--- config.mk ---
export PLATFORM = sky130hd
export DESIGN_NAME = max_duration_similarity
export DESIGN_NICKNAME = d
export VERILOG_FILES = /design/src/hdl/mds_pkg.sv /design/src/hdl/max_duration_similarity.sv /design/src/hdl/mds_front.sv /design/src/hdl/mds_queue.sv /design/src/hdl/mds_back.sv
export SDC_FILE = /design/constraint.sdc
export NUM_CORES = 1
export LEC_CHECK = 0
export BUFFER_PORTS_ARGS = -buffer_cell sky130_fd_sc_hd__buf_2
export CAP_MARGIN = 10
export CORE_AREA = 8 8 264 203
export CTS_CLUSTER_DIAMETER = 80
export DETAILED_ROUTE_END_ITERATION = 10
export DIE_AREA = 0 0 272 211
export GPL_TIMING_DRIVEN = 0
export PLACE_DENSITY_LB_ADDON = 0.3
export SYNTH_ARGS = -nofsm -noshare
export SYNTH_HDL_FRONTEND = slang
export SYNTH_HIERARCHICAL = 1
export SYNTH_SLANG_ARGS = --single-unit
--- constraint.sdc ---
create_clock -name clk_i -period 8.7 [get_ports clk_i]
set_clock_uncertainty 0.2 [all_clocks]
set_input_delay 0.435 -clock clk_i [delete_from_list [all_inputs] [get_ports clk_i]]
set_output_delay 0.435 -clock clk_i [all_outputs]
set_load 0.05 [all_outputs]
--- src/hdl/mds_pkg.sv ---
// ----------------------------------------------------------------------------
// mds_pkg: shared types and constants for max_duration_similarity
// Payload structs, queue entry flags and the back-end sequencer states.
// ----------------------------------------------------------------------------
package mds_pkg;

  localparam int unsigned DURATION_BITS_DEF = 32;
  localparam int unsigned SIM_FRAC_BITS     = 16;
  localparam int unsigned QUEUE_DEPTH_DEF   = 2;

  localparam int unsigned IN_DUR_BITS  = 32;
  localparam int unsigned OUT_SIM_BITS = SIM_FRAC_BITS + 1;

  typedef struct packed {
    logic [IN_DUR_BITS-1:0] duration_first;
    logic [IN_DUR_BITS-1:0] duration_second;
    logic                   last_pair;
  } mds_in_t;

  typedef struct packed {
    logic [OUT_SIM_BITS-1:0] best_similarity;
    logic                    found;
  } mds_out_t;

  // classification attached to each queued pair
  typedef struct packed {
    logic skip;
    logic last;
  } mds_flags_t;

  localparam int unsigned FLAGS_BITS = $bits(mds_flags_t);

  typedef enum logic [1:0] {
    ST_IDLE,
    ST_DIV,
    ST_CMP,
    ST_OUT
  } mds_state_e;

endpackage

--- src/hdl/max_duration_similarity.sv ---
// ----------------------------------------------------------------------------
// max_duration_similarity: best min/max ratio over a set of duration pairs
// A pair that is not both zero goes through the divider: pop, one quotient
// bit per cycle over SIM_FRAC_BITS + 1 bits, then compare. A pair that is both
// zero is popped without a division; a last pair then holds the back end in
// ST_OUT while the output is stalled, and out_valid_o is registered.
// Async active-low reset clears the control state, not the data registers.
// ----------------------------------------------------------------------------
module max_duration_similarity import mds_pkg::*; #(
  parameter int unsigned DURATION_BITS = DURATION_BITS_DEF
) (
  input  logic     clk_i,
  input  logic     rst_ni,
  input  logic     in_valid_i,
  output logic     in_stall_o,
  input  mds_in_t  in_data_i,
  output logic     out_valid_o,
  input  logic     out_stall_i,
  output mds_out_t out_data_o
);

  localparam int unsigned ENTRY_BITS = FLAGS_BITS + 2 * DURATION_BITS;

  logic                     q_full;
  logic                     q_push;
  logic                     q_pop;
  logic                     q_not_empty;
  logic [DURATION_BITS-1:0] f_hi, f_lo;
  mds_flags_t               f_flags;
  logic [ENTRY_BITS-1:0]    push_entry;
  logic [ENTRY_BITS-1:0]    head_entry;
  logic [DURATION_BITS-1:0] h_hi, h_lo;
  mds_flags_t               h_flags;

  mds_front #(
    .DURATION_BITS(DURATION_BITS)
  ) u_front (
    .in_valid_i (in_valid_i),
    .in_stall_o (in_stall_o),
    .in_data_i  (in_data_i),
    .q_full_i   (q_full),
    .q_push_o   (q_push),
    .q_hi_o     (f_hi),
    .q_lo_o     (f_lo),
    .q_flags_o  (f_flags)
  );

  assign push_entry = {f_flags, f_hi, f_lo};

  mds_queue #(
    .WIDTH(ENTRY_BITS),
    .DEPTH(QUEUE_DEPTH_DEF)
  ) u_queue (
    .clk_i       (clk_i),
    .rst_ni      (rst_ni),
    .push_i      (q_push),
    .push_data_i (push_entry),
    .full_o      (q_full),
    .pop_i       (q_pop),
    .not_empty_o (q_not_empty),
    .head_o      (head_entry)
  );

  assign {h_flags, h_hi, h_lo} = head_entry;

  mds_back #(
    .DURATION_BITS(DURATION_BITS)
  ) u_back (
    .clk_i         (clk_i),
    .rst_ni        (rst_ni),
    .q_not_empty_i (q_not_empty),
    .q_pop_o       (q_pop),
    .q_hi_i        (h_hi),
    .q_lo_i        (h_lo),
    .q_flags_i     (h_flags),
    .out_valid_o   (out_valid_o),
    .out_stall_i   (out_stall_i),
    .out_data_o    (out_data_o)
  );

endmodule

--- src/hdl/mds_front.sv ---
// ----------------------------------------------------------------------------
// mds_front: input side of max_duration_similarity
// Accepts pairs, trims them to the working width, orders them into
// divisor and dividend and marks pairs that are both zero.
// ----------------------------------------------------------------------------
module mds_front import mds_pkg::*; #(
  parameter int unsigned DURATION_BITS = DURATION_BITS_DEF
) (
  input  logic                     in_valid_i,
  output logic                     in_stall_o,
  input  mds_in_t                  in_data_i,
  input  logic                     q_full_i,
  output logic                     q_push_o,
  output logic [DURATION_BITS-1:0] q_hi_o,
  output logic [DURATION_BITS-1:0] q_lo_o,
  output mds_flags_t               q_flags_o
);

  logic [DURATION_BITS-1:0] dur_a;
  logic [DURATION_BITS-1:0] dur_b;
  logic                     a_gt_b;

  assign dur_a  = DURATION_BITS'(in_data_i.duration_first);
  assign dur_b  = DURATION_BITS'(in_data_i.duration_second);
  assign a_gt_b = dur_a > dur_b;

  assign q_hi_o = a_gt_b ? dur_a : dur_b;
  assign q_lo_o = a_gt_b ? dur_b : dur_a;

  // hi is zero only when both durations are zero
  assign q_flags_o.skip = (q_hi_o == '0);
  assign q_flags_o.last = in_data_i.last_pair;

  assign in_stall_o = q_full_i;
  assign q_push_o   = in_valid_i & ~q_full_i;

endmodule

--- src/hdl/mds_queue.sv ---
// ----------------------------------------------------------------------------
// mds_queue: small fifo between front and back end
// Register-based queue with occupancy count; head is visible while not empty.
// ----------------------------------------------------------------------------
module mds_queue import mds_pkg::*; #(
  parameter int unsigned WIDTH = 8,
  parameter int unsigned DEPTH = QUEUE_DEPTH_DEF
) (
  input  logic             clk_i,
  input  logic             rst_ni,
  input  logic             push_i,
  input  logic [WIDTH-1:0] push_data_i,
  output logic             full_o,
  input  logic             pop_i,
  output logic             not_empty_o,
  output logic [WIDTH-1:0] head_o
);

  localparam int unsigned PW = (DEPTH > 1) ? $clog2(DEPTH) : 1;
  localparam int unsigned CW = $clog2(DEPTH + 1);

  logic [WIDTH-1:0] mem_q [DEPTH];
  logic [PW-1:0]    wr_ptr_q, wr_ptr_d;
  logic [PW-1:0]    rd_ptr_q, rd_ptr_d;
  logic [CW-1:0]    cnt_q, cnt_d;
  logic             do_push;
  logic             do_pop;

  assign full_o      = (cnt_q == CW'(DEPTH));
  assign not_empty_o = (cnt_q != '0);
  assign head_o      = mem_q[rd_ptr_q];
  assign do_push     = push_i & ~full_o;
  assign do_pop      = pop_i & not_empty_o;

  always_comb begin
    wr_ptr_d = wr_ptr_q;
    rd_ptr_d = rd_ptr_q;
    cnt_d    = cnt_q;
    if (do_push) begin
      wr_ptr_d = (wr_ptr_q == PW'(DEPTH - 1)) ? '0 : wr_ptr_q + PW'(1);
    end
    if (do_pop) begin
      rd_ptr_d = (rd_ptr_q == PW'(DEPTH - 1)) ? '0 : rd_ptr_q + PW'(1);
    end
    if (do_push && !do_pop) begin
      cnt_d = cnt_q + CW'(1);
    end else if (do_pop && !do_push) begin
      cnt_d = cnt_q - CW'(1);
    end
  end

  always_ff @(posedge clk_i or negedge rst_ni) begin
    if (!rst_ni) begin
      wr_ptr_q <= '0;
      rd_ptr_q <= '0;
      cnt_q    <= '0;
    end else begin
      wr_ptr_q <= wr_ptr_d;
      rd_ptr_q <= rd_ptr_d;
      cnt_q    <= cnt_d;
    end
  end

  always_ff @(posedge clk_i) begin
    if (do_push) begin
      mem_q[wr_ptr_q] <= push_data_i;
    end
  end

endmodule

--- src/hdl/mds_back.sv ---
// ----------------------------------------------------------------------------
// mds_back: execution side of max_duration_similarity
// Restoring divider for lo/hi one quotient bit per cycle, running maximum
// over the set and the result register toward the output channel.
// ----------------------------------------------------------------------------
module mds_back import mds_pkg::*; #(
  parameter int unsigned DURATION_BITS = DURATION_BITS_DEF
) (
  input  logic                     clk_i,
  input  logic                     rst_ni,
  input  logic                     q_not_empty_i,
  output logic                     q_pop_o,
  input  logic [DURATION_BITS-1:0] q_hi_i,
  input  logic [DURATION_BITS-1:0] q_lo_i,
  input  mds_flags_t               q_flags_i,
  output logic                     out_valid_o,
  input  logic                     out_stall_i,
  output mds_out_t                 out_data_o
);

  localparam int unsigned DW = DURATION_BITS;
  localparam int unsigned QW = SIM_FRAC_BITS + 1;
  localparam int unsigned CW = $clog2(QW + 1);

  mds_state_e    state_q, state_d;
  logic [DW-1:0] hi_q, hi_d;
  logic [DW:0]   rem_q, rem_d;
  logic [QW-1:0] quo_q, quo_d;
  logic [CW-1:0] cnt_q, cnt_d;
  logic          last_q, last_d;
  logic [QW-1:0] best_q, best_d;
  logic          seen_q, seen_d;
  logic          out_valid_q, out_valid_d;
  mds_out_t      out_data_q, out_data_d;

  logic          slot_free;
  logic          rem_ge;
  logic [DW:0]   rem_sub;

  assign slot_free = ~out_valid_q | ~out_stall_i;
  assign rem_ge    = rem_q >= {1'b0, hi_q};
  assign rem_sub   = rem_q - {1'b0, hi_q};

  assign out_valid_o = out_valid_q;
  assign out_data_o  = out_data_q;

  always_comb begin
    state_d     = state_q;
    hi_d        = hi_q;
    rem_d       = rem_q;
    quo_d       = quo_q;
    cnt_d       = cnt_q;
    last_d      = last_q;
    best_d      = best_q;
    seen_d      = seen_q;
    out_valid_d = out_valid_q;
    out_data_d  = out_data_q;
    q_pop_o     = 1'b0;

    if (out_valid_q && !out_stall_i) begin
      out_valid_d = 1'b0;
    end

    unique case (state_q)
      ST_IDLE: begin
        if (q_not_empty_i) begin
          q_pop_o = 1'b1;
          hi_d    = q_hi_i;
          rem_d   = {1'b0, q_lo_i};
          quo_d   = '0;
          cnt_d   = '0;
          last_d  = q_flags_i.last;
          if (!q_flags_i.skip) begin
            state_d = ST_DIV;
          end else if (q_flags_i.last) begin
            state_d = ST_OUT;
          end
        end
      end
      ST_DIV: begin
        // compare and subtract, then shift for the next quotient bit
        quo_d = {quo_q[QW-2:0], rem_ge};
        rem_d = (rem_ge ? rem_sub : rem_q) << 1;
        cnt_d = cnt_q + CW'(1);
        if (cnt_q == CW'(QW - 1)) begin
          state_d = ST_CMP;
        end
      end
      ST_CMP: begin
        if (!seen_q || quo_q > best_q) begin
          best_d = quo_q;
        end
        seen_d  = 1'b1;
        state_d = last_q ? ST_OUT : ST_IDLE;
      end
      ST_OUT: begin
        if (slot_free) begin
          out_valid_d                = 1'b1;
          out_data_d.best_similarity = seen_q ? OUT_SIM_BITS'(best_q) : '0;
          out_data_d.found           = seen_q;
          best_d                     = '0;
          seen_d                     = 1'b0;
          state_d                    = ST_IDLE;
        end
      end
      default: begin
        state_d = ST_IDLE;
      end
    endcase
  end

  always_ff @(posedge clk_i or negedge rst_ni) begin
    if (!rst_ni) begin
      state_q     <= ST_IDLE;
      cnt_q       <= '0;
      last_q      <= 1'b0;
      best_q      <= '0;
      seen_q      <= 1'b0;
      out_valid_q <= 1'b0;
    end else begin
      state_q     <= state_d;
      cnt_q       <= cnt_d;
      last_q      <= last_d;
      best_q      <= best_d;
      seen_q      <= seen_d;
      out_valid_q <= out_valid_d;
    end
  end

  always_ff @(posedge clk_i) begin
    hi_q       <= hi_d;
    rem_q      <= rem_d;
    quo_q      <= quo_d;
    out_data_q <= out_data_d;
  end

endmodule

==> impl_metrics.toml <==
[pwr]
irDropWorstVdd_mv = 0.172
leakagePower_uw = 0.00688
power_density_nw_per_um2 = 403
p_sw_share_pct = 40.8
p_int_uw = 4070
pwr-share-seq_pct = 31.6
combPwrFrac_pct = 49.9
switching_power_uw = 2800
clkPwrFrac_pct = 18.5

[worst_setup_path]
r2r_cells = 10
cp_slowest_stage_delay_ps = 600
crit_path_end_kind = "flop"
crit_start = "u_back/rem_q[1]"
crit_type = "flop to flop"
r2r_slack_ps = 5070
cpMaxStageDelayCell = "nor4_1"
required_ps = 8790
start_kind = "flop"
arrival_ps = 3720
cp-endpoint = "u_back/rem_q[11]"
worstReg2RegEnd = "u_back/rem_q[11]"
crit_buf_inv = 1
critical_path.top_delay_family = "compound AO/OA/AOI/OAI gates"
crit_path_frequent_cell = "o31a_1"
regToRegStartpoint = "u_back/rem_q[1]"
crit_fanout = 10
path_depth = 10
path_cells = "ha_1 > nor2b_1 > o31a_1 > o31a_1 > a31oi_2 > nor4_1 > nor2_4 > clkbuf_1 > a21oi_1 > o21ai_1"

[synthesis]
ys_seq_elements = 263
ys_seq_area_share_pct = 53.0
syn_inst = 1194
synth_common_cells = "232 x edfxtp_1, 105 x nand2_1, 95 x inv_1"
synth_nets = 1348
synth_flop_cell = "edfxtp_1"
synth.most_common_cell = "edfxtp_1"
avgSynthCellArea_um2 = 12.2
yosysWarnings = 6
yosys-top-cells-area = "edfxtp_1 48%, mux2_4 7.8%, ha_1 7.2%, dfrtp_1 5.3%, mux2_2 3.9%"
yosysTopAreaCell = "edfxtp_1"
syn-cell-area_um2 = 14600
yosysUniqueCellTypes = 68
synth_top_area_share_pct = 47.7
synth_edf_count = 232
async_flop_share_pct = 11.8

[sta]
maxSlewViolCount = 0
fin_crit_sh_pct = 41.7
slew_headroom_pct = 48.3
setup-violations-final = 0
fin_setup_tns_ps = 0
worst_slew_pin_slew_ps = 775
max_freq_mhz = 276
hold_viol_final = 0
grt_setup_unrepaired = "false"
period_needed_ps = 3630

[global_routing]
antenna_found_initial = 0
grtUsageTotal_pct = 12.0
first_global_vias = 9857
overflow = 0
grt_max_degree = 56
grt_first_pass_wirelength_mm = 55.2

[finish]
antennaDiodeCount = 0
final_util_pct = 34.5
areaGrowthSynthToFinish_pct = 16.5
drive_above_1_share_pct = 22.7
final_nets = 1474

[die]
dieWidth_um = 272
core_um2 = 49300
dieArea_um2 = 57400
die_h_um = 211
rows = 71
io_pins = 89
start_util_pct = 29.6

[route]
viasPerCell = 4.77
drt_first_pass_iters = 5
wl_mm = 35.2
via_count = 9548
drt_iter0_drc = 638
drc = 0
post_drt_wl_per_cell_um = 17.6
antenna_left = 0

[clock_tree]
htreeDepth = 1
post_cts_resize_count = 0
cts_root_buf = "clkbuf_16"
clkTransAtPathRegs_ps = 60
insertion_delay_ps = 580
cts_tree = "done"
ctsLongestPathBuffers = 3
clock_sinks = 263
numCtsBuffers = 29

[placed_design]
portBuffers = 87
gp_congestion = 0.849
dpl.hpwl_mm = 26.5

[job]
drv_cap = 0

[status]
status = "finished clean"

[hold_path]
hp-class = "primary input to flop"
cells in the final DEF (no fill, tap or decap), types with 17 or more instances in the layout:
| cell type | count |
|---|---|
| dfrtp_1 | 31 |
| edfxtp_1 | 232 |
| nor2_1 | 59 |
| ha_1 | 84 |
| inv_1 | 95 |
| mux2_2 | 51 |
| a21o_1 | 23 |
| nand4_1 | 22 |
| nand3_1 | 17 |
| buf_2 | 97 |
| nand2_1 | 104 |
| xnor2_1 | 17 |
| clkbuf_16 | 29 |
| nor4_1 | 20 |
| o221ai_1 | 19 |
| mux2_4 | 76 |
| o21ai_1 | 21 |
| o21ai_0 | 32 |
| a21oi_1 | 68 |
| clkbuf_1 | 27 |
| and2_1 | 36 |
cells by family after synthesis:
kind of cell | synth area share, %
AND/OR/NAND/NOR | 10.1
flip-flops | 53.0
AO/OA/AOI/OAI | 10.4
buffers and inverters | 4.68
multiplexers | 12.7
adder cells (fa/ha/maj) | 7.33
XOR/XNOR | 1.86
area by class of cell:
class                      count  area [um^2]
fill                        4832        32300
inverter                      96          362
timing repair buffer          95          581
sequential                   263         7740
multi-input combinational    787         6200
buffer                        48          323
tap                          657          822
clock buffer                  31          733
clock inverter                23          258
per-layer routing:
metal	track usage, %	vias to the layer above	part of all wire, %
met5	0	-	0
met2	18.0	210	42
li1	-	4662	-
met3	1.65	46	3.9
met4	3.56	0	2.5
met1	17.7	4630	52
repair_timing:
item	4_1_cts	5_1_grt
endpoints found under the hold margin	34	0
setup buffers	0	0
hold buffers	3	0
metrics by stage:
stage	cell area, um^2	setup slack [ps]	std cells	hold WS, ps	total power, uW
finish	17000	5070	2000	43.3	6860
detailed placement	16000	5100	1943	293	5610
floorplan	14600	4460	1194	-60.6	4650
global placement	15900	2510	1938	277	5550
CTS	17000	5080	2000	17.8	6920
global route	17000	4880	2000	25.5	7360
flip-flops by register name, indices dropped and copies added, names as in the netlist:
| register | cells |
|---|---|
| u_back/seen_q | 1 |
| u_queue/mem_q | 132 |
| u_queue/cnt_q | 2 |
| u_back/out_valid_o | 1 |
| u_back/hi_q | 32 |
| u_back/quo_q | 17 |
| u_queue/wr_ptr_q | 1 |
| u_queue/rd_ptr_q | 1 |
| u_back/state_q | 2 |
| u_back/best_q | 17 |
| u_back/out_data_o | 18 |
| u_back/cnt_q | 5 |
| u_back/last_q | 1 |
| u_back/rem_q | 33 |
power by group through the flow:
| stage | sequential, uW | clock, uW | combinational [uW] |
|---|---|---|---|
| 6_report | 2170 | 1270 | 3420 |
| 5_1_grt | 2220 | 1350 | 3790 |
| 4_1_cts | 2170 | 1300 | 3440 |
| 3_5_place_dp | 2200 | 0 | 3410 |
| 3_3_place_gp | 2220 | 0 | 3330 |
| 2_1_floorplan | 2270 | 0 | 2380 |
worst min path at each step:
stage	from	to	slack, ps	cells past startpoint
after floorplan	rst_ni	u_back/best_q[0]	-60	0
after global placement	u_queue/cnt_q[1]	u_queue/cnt_q[1]	280	1
after detailed placement	u_queue/cnt_q[1]	u_queue/cnt_q[1]	290	1
after CTS	in_data_i[20]	u_queue/mem_q[1][51]	20	2
after global routing	in_data_i[20]	u_queue/mem_q[1][51]	30	2
final	in_data_i[29]	u_queue/mem_q[0][28]	40	2
(Power assumes the default switching activity.)
